==> src/sv/kot_pkg.sv <==
`timescale 1ns / 1ps
`default_nettype none
// ----------------------------------------------------------------------------
// kot_pkg
// shared constants, status codes and controller/datapath command types
// ----------------------------------------------------------------------------
package kot_pkg;
	localparam int TABLE_SLOTS_DEF = 4096;
	localparam int MAX_GENOMES_DEF = 1024;
	localparam int PROBE_LIMIT_DEF = 16;

	localparam logic [5:0] KMER_LEN_RST = 6'd25;
	localparam logic [63:0] HASH_MULT = 64'h9E3779B97F4A7C15;
	localparam logic [12:0] FILL_MAX = 13'h1FFF;

	localparam logic [2:0] ST_NONE = 3'd0;
	localparam logic [2:0] ST_INSERTED = 3'd1;
	localparam logic [2:0] ST_SAME = 3'd2;
	localparam logic [2:0] ST_SHARED = 3'd3;
	localparam logic [2:0] ST_REV_MISS = 3'd4;
	localparam logic [2:0] ST_FULL = 3'd5;

	localparam logic OP_FEED = 1'b0;
	localparam logic OP_READ = 1'b1;

	localparam logic [10:0] OWNER_SHARED = 11'h7FF;

	localparam logic [7:0] CHAR_A = 8'h41;
	localparam logic [7:0] CHAR_T = 8'h54;
	localparam logic [7:0] CHAR_C = 8'h43;
	localparam logic [7:0] CHAR_G = 8'h47;

	// controller to datapath
	typedef struct packed {
		logic load;      // capture request, update window
		logic clr_go;    // clear pass step
		logic hash_a;    // hash stage a (partial products)
		logic hash_b;    // hash stage b (sum, home slot)
		logic rd_issue;  // issue memory read at probe slot
		logic evaluate;  // compare read data, maybe write, advance
		logic out_load;  // load output register
	} kot_cmd_t;

	// datapath to controller
	typedef struct packed {
		logic clr_done;
		logic is_read;
		logic do_table;  // window completed and genome in range
		logic probe_end; // evaluate finished the probe
	} kot_sts_t;
endpackage
`default_nettype wire

==> src/sv/kot_ctrl.sv <==
`timescale 1ns / 1ps
`default_nettype none
// ----------------------------------------------------------------------------
// kot_ctrl
// sequencer: clear pass, request capture, hash, probe loop, output handshake
// ----------------------------------------------------------------------------
module kot_ctrl import kot_pkg::*; (
	input  wire logic     clk,
	input  wire logic     arst_n,
	input  wire logic     in_valid,
	output      logic     in_stall,
	output      logic     out_valid,
	input  wire logic     out_stall,
	input  wire kot_sts_t sts,
	output      kot_cmd_t cmd
);
	localparam logic [2:0] S_CLEAR = 3'd0;
	localparam logic [2:0] S_IDLE  = 3'd1;
	localparam logic [2:0] S_HASHA = 3'd2;
	localparam logic [2:0] S_HASHB = 3'd3;
	localparam logic [2:0] S_READ  = 3'd4;
	localparam logic [2:0] S_EVAL  = 3'd5;
	localparam logic [2:0] S_OUT   = 3'd6;

	logic [2:0] state_q, state_nxt;
	logic out_free, accept;

	// output register free once any held result is taken
	assign out_free = !out_valid || !out_stall;
	assign in_stall = state_q != S_IDLE;
	assign accept = in_valid && !in_stall;

	always_comb begin
		cmd = '0;
		state_nxt = state_q;
		case (state_q)
			S_CLEAR: begin
				cmd.clr_go = !sts.clr_done;
				if (sts.clr_done) state_nxt = S_IDLE;
			end
			S_IDLE: begin
				cmd.load = accept;
				if (accept) state_nxt = S_HASHA;
			end
			S_HASHA: begin
				cmd.hash_a = 1'b1;
				if (sts.is_read) begin
					cmd.rd_issue = 1'b1;
					state_nxt = S_OUT;
				end else if (sts.do_table) state_nxt = S_HASHB;
				else state_nxt = S_OUT;
			end
			S_HASHB: begin
				cmd.hash_b = 1'b1;
				state_nxt = S_READ;
			end
			S_READ: begin
				cmd.rd_issue = 1'b1;
				state_nxt = S_EVAL;
			end
			S_EVAL: begin
				cmd.evaluate = 1'b1;
				state_nxt = sts.probe_end ? S_OUT : S_READ;
			end
			S_OUT: begin
				cmd.out_load = out_free;
				if (out_free) state_nxt = S_IDLE;
			end
			default: state_nxt = S_IDLE;
		endcase
	end

	always_ff @(posedge clk or negedge arst_n) begin
		if (!arst_n) begin
			state_q <= S_CLEAR;
			out_valid <= 1'b0;
		end else begin
			state_q <= state_nxt;
			if (cmd.out_load) out_valid <= 1'b1;
			else if (!out_stall) out_valid <= 1'b0;
		end
	end
endmodule
`default_nettype wire

==> config.mk <==
export PLATFORM = sky130hd
export DESIGN_NAME = kot_ctrl
export DESIGN_NICKNAME = d
export VERILOG_FILES = /design/src/sv/kot_pkg.sv /design/src/sv/kot_ctrl.sv
export SDC_FILE = /design/constraint.sdc
export NUM_CORES = 1
export LEC_CHECK = 0
export BUFFER_PORTS_ARGS = -buffer_cell sky130_fd_sc_hd__buf_2
export CAP_MARGIN = 15
export CORE_AREA = 2 2 39 41
export CTS_CLUSTER_SIZE = 16
export DETAILED_ROUTE_END_ITERATION = 7
export DIE_AREA = 0 0 41 43
export PLACE_DENSITY = 0.53
export SLEW_MARGIN = 20
export SYNTH_ARGS = -nofsm -noshare
export SYNTH_HDL_FRONTEND = slang
export SYNTH_SLANG_ARGS = --single-unit
==> constraint.sdc <==
create_clock -name clk -period 1.5 [get_ports clk]
set_input_delay 0.075 -clock clk [delete_from_list [all_inputs] [get_ports clk]]
set_output_delay 0.075 -clock clk [all_outputs]
set_load 0.1 [all_outputs]
## Word level (Yosys, flattened, before mapping)

Index checks and enable logic that the tools add are counted.

- Equal/unequal tests: 11
- Multiplexer cells: 17
- Reductions and logical operators: 8

Operators by type and width:

| operator | number |
|---|---|
| $pmux 3 s7 | 1 |
| $mux 3 | 5 |
| $eq 3x3->1 const B | 3 |
| $mux 1 | 9 |
| $eq 3x2->1 const B | 2 |
| $ne 2x2->1 const B | 3 |
| $logic_not 1->1 | 4 |
| $eq 3x1->1 const B | 1 |
| $logic_not 3->1 | 1 |
| $ne 3x1->1 const B | 1 |
| $reduce_and 3->1 | 1 |
| $mux 2 | 1 |
| $ne 2x1->1 const B | 1 |
| $pmux 1 s2 | 1 |
| $logic_and 1x1->1 | 1 |
| $logic_or 1x1->1 | 1 |

- Bits in registers: 4
- Word-level logic and storage cells: 38

## Depth between registers and ports, before layout

Gate-level depths: netlist of the first run.

- Depth in word-level cells: 5
- Depth in mapped cells: 4
- Mapped depth without buffers: 3

## Least setup slack after synthesis of the first run

Ideal clock, no wire load.

- Path kind: register to output
- Start point: reg state_q[2]
- End point: out cmd[5] (netlist bit)
- Arrival time: 3.451 ns
- Data required time: 1.425 ns
- Setup slack: -2.026 ns
- Cell stages (with the launch flop): 3
- Path buffers: 1
- Cell sequence: dfrtp_1 -> buf_6 -> nor4_1

RTL lines:

| what | line | text |
|---|---|---|
| start, declared | kot_ctrl.sv:25 | `logic [2:0] state_q, state_nxt;` |
| start signal, assigned | kot_ctrl.sv:78 | `state_q <= state_nxt;` |
| end, declared | kot_ctrl.sv:15 | `output kot_cmd_t cmd` |

==> results of run 1 <==
## synth_stat cells
library cell  count  area share
nand2b_1          1       0.020
nand4_1           1       0.020
nor2_2            1       0.020
or2b_1            1       0.024
or3_1             1       0.020
a32oi_1           1       0.028
inv_1             1       0.012
o21ai_0           3       0.048
nor4_1            1       0.020
a22o_2            1       0.032
a21oi_1           4       0.064
nor2_1            1       0.012
dfrtp_1           4        0.32
buf_2             1       0.016
buf_4             1       0.024
and3b_2           2       0.064
or3b_4            1       0.036
nor2b_1           1       0.020
buf_6             1       0.036
a31oi_1           1       0.020
and2b_1           3       0.072
nand2_1           6       0.072
## area by class of cell
type                    count  share of cell area
well taps                  16             0.03101
flip-flops and latches      4              0.1628
multi-input cells          30              0.3527
repair buffers             25              0.4070
inverters                   1            0.005814
clock buffers               4             0.04070
## state kept, by name, indices dropped and copies added, names as in the netlist
| name | flops |
|---|---|
| state_q | 3 |
| out_valid | 1 |
## logic make-up (layout without fill, tap and decap cells)
logic type | after synthesis | count (layout)
simple gates | 20 | 20
compound gates | 10 | 10
flops | 4 | 4
buf+inv | 4 | 30
## timing repair
action | 4_1_cts | 5_1_grt
pin swaps | 0 | 0
resized for setup | 4 | 0
endpoints found under the hold margin | 4 | 0
buffers inserted | 5 | 2
endpoints found under the setup margin | 4 | 3
hold buffers | 1 | 0
## critical path, cell delays in order, from the launching register on
cell and delay, ns:
dfrtp_2 0.43, and2b_1 0.25, nand2_1 0.12, a21oi_4 0.15
buf_12 0.19
## per-layer routing
layer / share of wire / vias up / track usage
met2: 0.52 / 8 / 0.1594
met5: 0 / - / 0
met3: 0.041 / 2 / 0.01571
met4: 0.0099 / 0 / 0.1000
li1: - / 184 / -
met1: 0.43 / 157 / 0.1340
## path summary, 6_finish.rpt
path / startpoint / to / slack (ns) / cells after the start
worst max register to register: state_q[1] / state_q[0] / 0.10 / 5
worst min-delay path: sts[0] / state_q[1] / 0.08 / 3
worst min register to register: state_q[2] / state_q[2] / 0.58 / 1
max in group asynchronous: arst_n / state_q[2] / 1.20 / 2
worst max-delay path: state_q[0] / cmd[0] / 0.06 / 4
min in group asynchronous: arst_n / out_valid / 0.17 / 2
## per-stage QoR
step	cell area, um^2	std cells	setup TNS (ns)	utilization	setup slack, ns
after floorplan	356.6	38	-0.3948	-	-0.2026
after global placement	545.5	68	0	0.3942	0.1647
after detailed placement	545.5	68	0	0.3942	0.1583
after CTS	625.6	78	0	0.4521	0.01758
after global routing	645.6	80	-0.006167	0.4665	-0.006167
final	645.6	80	0	0.4665	0.05740
==> run metrics, run 1 <==
outcome=complete, no violations; Synth Area in XOR/XNOR=0; gpl congestion=0.6789; number of global-route vias before repair=326; fill count=137; slew margin rel.=0.6803; Worst-path clk slew=0.04 ns; Tcrit/Tclk final=0.9617; Hold Slack=0.07573 ns; CTS tree=done; share of post-route cells with drive strength above 1=0.5938; antenna violations before repair=0; diode count=0; fmax=693.2 MHz; Mapped Nets=46; Fin. Hold Viols=0; floorplan row count=14; CORE AREA=1384 um^2; Yosys reg bits=4; critical path arrival=1.37 ns; Seq/Total Area, Yosys=0.3200; Nets=73; Setup crit start kind=register; IO Port Bufs=16; wire length per cell=10.13 um; mux contribution to synthesized area=0; worst hold path class=primary input to register; critical path class=register to output port; cell area after synthesis=312.8 um^2; hpwl dp=556.8 um; largest family of logic cells by synthesized area=simple AND/OR/NAND/NOR gates; Yosys warnings=0; Antenna Violating Nets Remaining=0; Max FO, Critical Path=7; Synth Area in Compound Gates=0.1920; Simple-Gate Fraction of Synth Area=0.4000; Yosys cell types=22; # setup viols final=0; Slew Limit Fails=0; Max clock buf depth=2; die height=43 um; first-pass GRT wire length=1.276 mm; Worst-Skew Late Latency=0.23 ns; max cap viols=0; min Tclk post-route=1.443 ns; Syn Area/Cell=8.232 um^2; largest net degree at the start of global routing=10; Global Route Usage Sum=0.1110; WP data required=1.42 ns; IO Count=17; worst slew pin tran=0.4828 ns; DR DRC count=0; initial core utilization=0.2260; Synth-to-Final Area Change=106.4%; Synth Instances=38; H-tree levels=1; Storage cell area=105.1 um^2; Post-Route WL=810 um; router iterations before antenna repair=1; GRT overflow=0; Clock Tree Root=clkbuf_4; total CTS buffers=3; Die W=41 um; Adder-Cell Fraction of Synth Area=0; Die Footprint=1763 um^2; most frequent cells in the layout=buf_2 (8), buf_4 (8), buf_12 (7); detailed-route via count=351; Clock Sinks=4; Crit. End Element=output port; number of DRC markers in iteration 0=0; clk_skew=0.004421 ns; drt via density=4.388; multi-input gate area in the final layout=227.7 um^2
Power of run 1 is left out: the tool's default activity adds up to more than one toggle a clock period on the data nets, which glitch-free logic cannot reach.
==> run 2: changes to the inputs <==
PLACE_DENSITY = 0.6   (was 0.53)
clock period = 1.8 ns   (was 1.5 ns; I/O delays follow)
==> run metrics, run 2 (synthesis results as in run 1) <==
hpwl dp=548.1 um (-1.6%); max cap viols=0 (unchanged); post-CTS sizing=0 (-4); clk_skew=0.0004471 ns (-0.003974 ns); CP bufs+invs=1 (unchanged); CORE AREA=1384 um^2 (unchanged); fmax=609.7 MHz; global route hottest layer=met1; Final TNS setup=0 ns (unchanged); WP data required=1.71 ns (+0.29 ns); Crit. End Element=output port; router iterations before antenna repair=4 (+3); Die W=41 um (unchanged); Post-Route WL=680 um (-16%); antenna violations before repair=0 (unchanged); global routing usage on met1=0.1246 (-0.009397); drt via density=4.479 (+2.1%); total CTS buffers=3 (unchanged); RSZ-0062 raised after global routing=no; # setup viols final=0 (unchanged); gpl congestion=0.7358 (+8.4%); DR DRC count=0 (unchanged); critical path arrival=1.55 ns (+0.18 ns); wire length per cell=9.577 um (-5.4%); slew margin rel.=0.6790 (-0.001307); diode count=0 (unchanged); Max FO, Critical Path=11 (+4); GRT overflow=0 (unchanged); CTS tree=done; CP Cell Sequence=and2b_1, and2b_1, buf_2; Nets=65 (-11%); IO Count=17 (unchanged); largest reg by FF count=state_q; number of global-route vias before repair=242 (-26%); Tcrit/Tclk final=0.9112; CP max-delay cell=dfrtp_1; die height=43 um (unchanged); floorplan row count=14 (unchanged); IO Port Bufs=16 (unchanged); Setup crit start kind=register; GR met3 Demand/Resource=0.01571 (unchanged); most frequent cells in the layout=buf_2 (13), nand2_1 (6), dfrtp_1 (4); CP max stage delay=0.49 ns (+0.06 ns); detailed-route via count=318 (-9.4%); Antenna Violating Nets Remaining=0 (unchanged); fill count=149 (+8.8%); H-tree levels=1 (unchanged); hold depth=3 (unchanged); R2R cell count=3 (-2); Slew Limit Fails=0 (unchanged); Worst-path clk slew=0.03 ns (about the same); Die Footprint=1763 um^2 (unchanged); initial core utilization=0.2260 (unchanged); worst hold path class=primary input to register; Worst-Skew Late Latency=0.22 ns (about the same); Top Registers=state_q x3, out_valid x1; largest net degree at the start of global routing=15 (+5); first-pass GRT wire length=1.014 mm (-21%); r2r setup slk=0.55 ns (+0.45 ns); Clock Sinks=4 (unchanged); share of post-route cells with drive strength above 1=0.4909 (-0.1028); max reg flops=3 (unchanged); min Tclk post-route=1.640 ns; most used cell, CP=and2b_1; Clock Tree Root=clkbuf_4; number of DRC markers in iteration 0=3 (+3); critical path class=register to output port; met2 Use GR=0.1156 (-0.04375); Global Route Usage Sum=0.08485 (-0.02615); Fin. Hold Viols=0 (unchanged); family with the most delay on the worst path=flip-flops; worst slew pin tran=0.4848 ns (+0.001975 ns); CP Depth=3 (-1); outcome=complete, no violations; Synth-to-Final Area Change=60.40%; Max clock buf depth=2 (unchanged); most common cell after layout, fill and taps aside=buf_2
run 2: through the flow:
stage | hold slack (ns) | cells | instance area, um^2 | setup slack (ns) | utilization
after global placement | -0.1060 | 67 | 469.2 | 0.4100 | 0.3391
final | 0.1001 | 71 | 501.7 | 0.1598 | 0.3626
after global routing | 0.1107 | 71 | 501.7 | 0.06854 | 0.3626
after floorplan | -0.2056 | 38 | 347.8 | 0.03770 | -
after detailed placement | -0.1038 | 67 | 469.2 | 0.3929 | 0.3391
after CTS | 0.09861 | 71 | 501.7 | 0.1463 | 0.3626
run 2: area by class of cell:
type	instances	area, um^2	area share
multi-input combinational	30	220.2	0.4389
sequential	4	100.1	0.1995
inverter	1	3.754	0.007481
tap	16	20.02	0.03990
clock buffer	3	22.52	0.04489
timing repair buffer	17	135.1	0.2693
run 2: layer usage:
metal	vias to the layer above	routed length, um	share of wire
met2	5	332	0.49
li1	167	-	-
met1	146	326	0.48
met5	-	0	0
met3	0	21	0.031
met4	0	0	0
run 2: path summary, 6_finish.rpt:
path,to,start
setup reg to reg,state_q[0],state_q[2]
max in group asynchronous,state_q[2],arst_n
hold reg to reg,out_valid,out_valid
min in group asynchronous,state_q[1],arst_n
hold / removal,state_q[1],sts[0]
setup / recovery,cmd[4],state_q[0]
run 2: repair_timing:
item / CTS / global route
hold buffers: 1 / 0
hold endpoints to repair: 4 / 0
setup buffers: 0 / 0
run 2: worst reg2reg max path, cell delays in order (launching register included):
cell and delay [ns]:
dfrtp_1 0.51, or3_1 0.42, a21oi_1 0.14, a31oi_1 0.06
Power of run 2 is left out for the same reason.
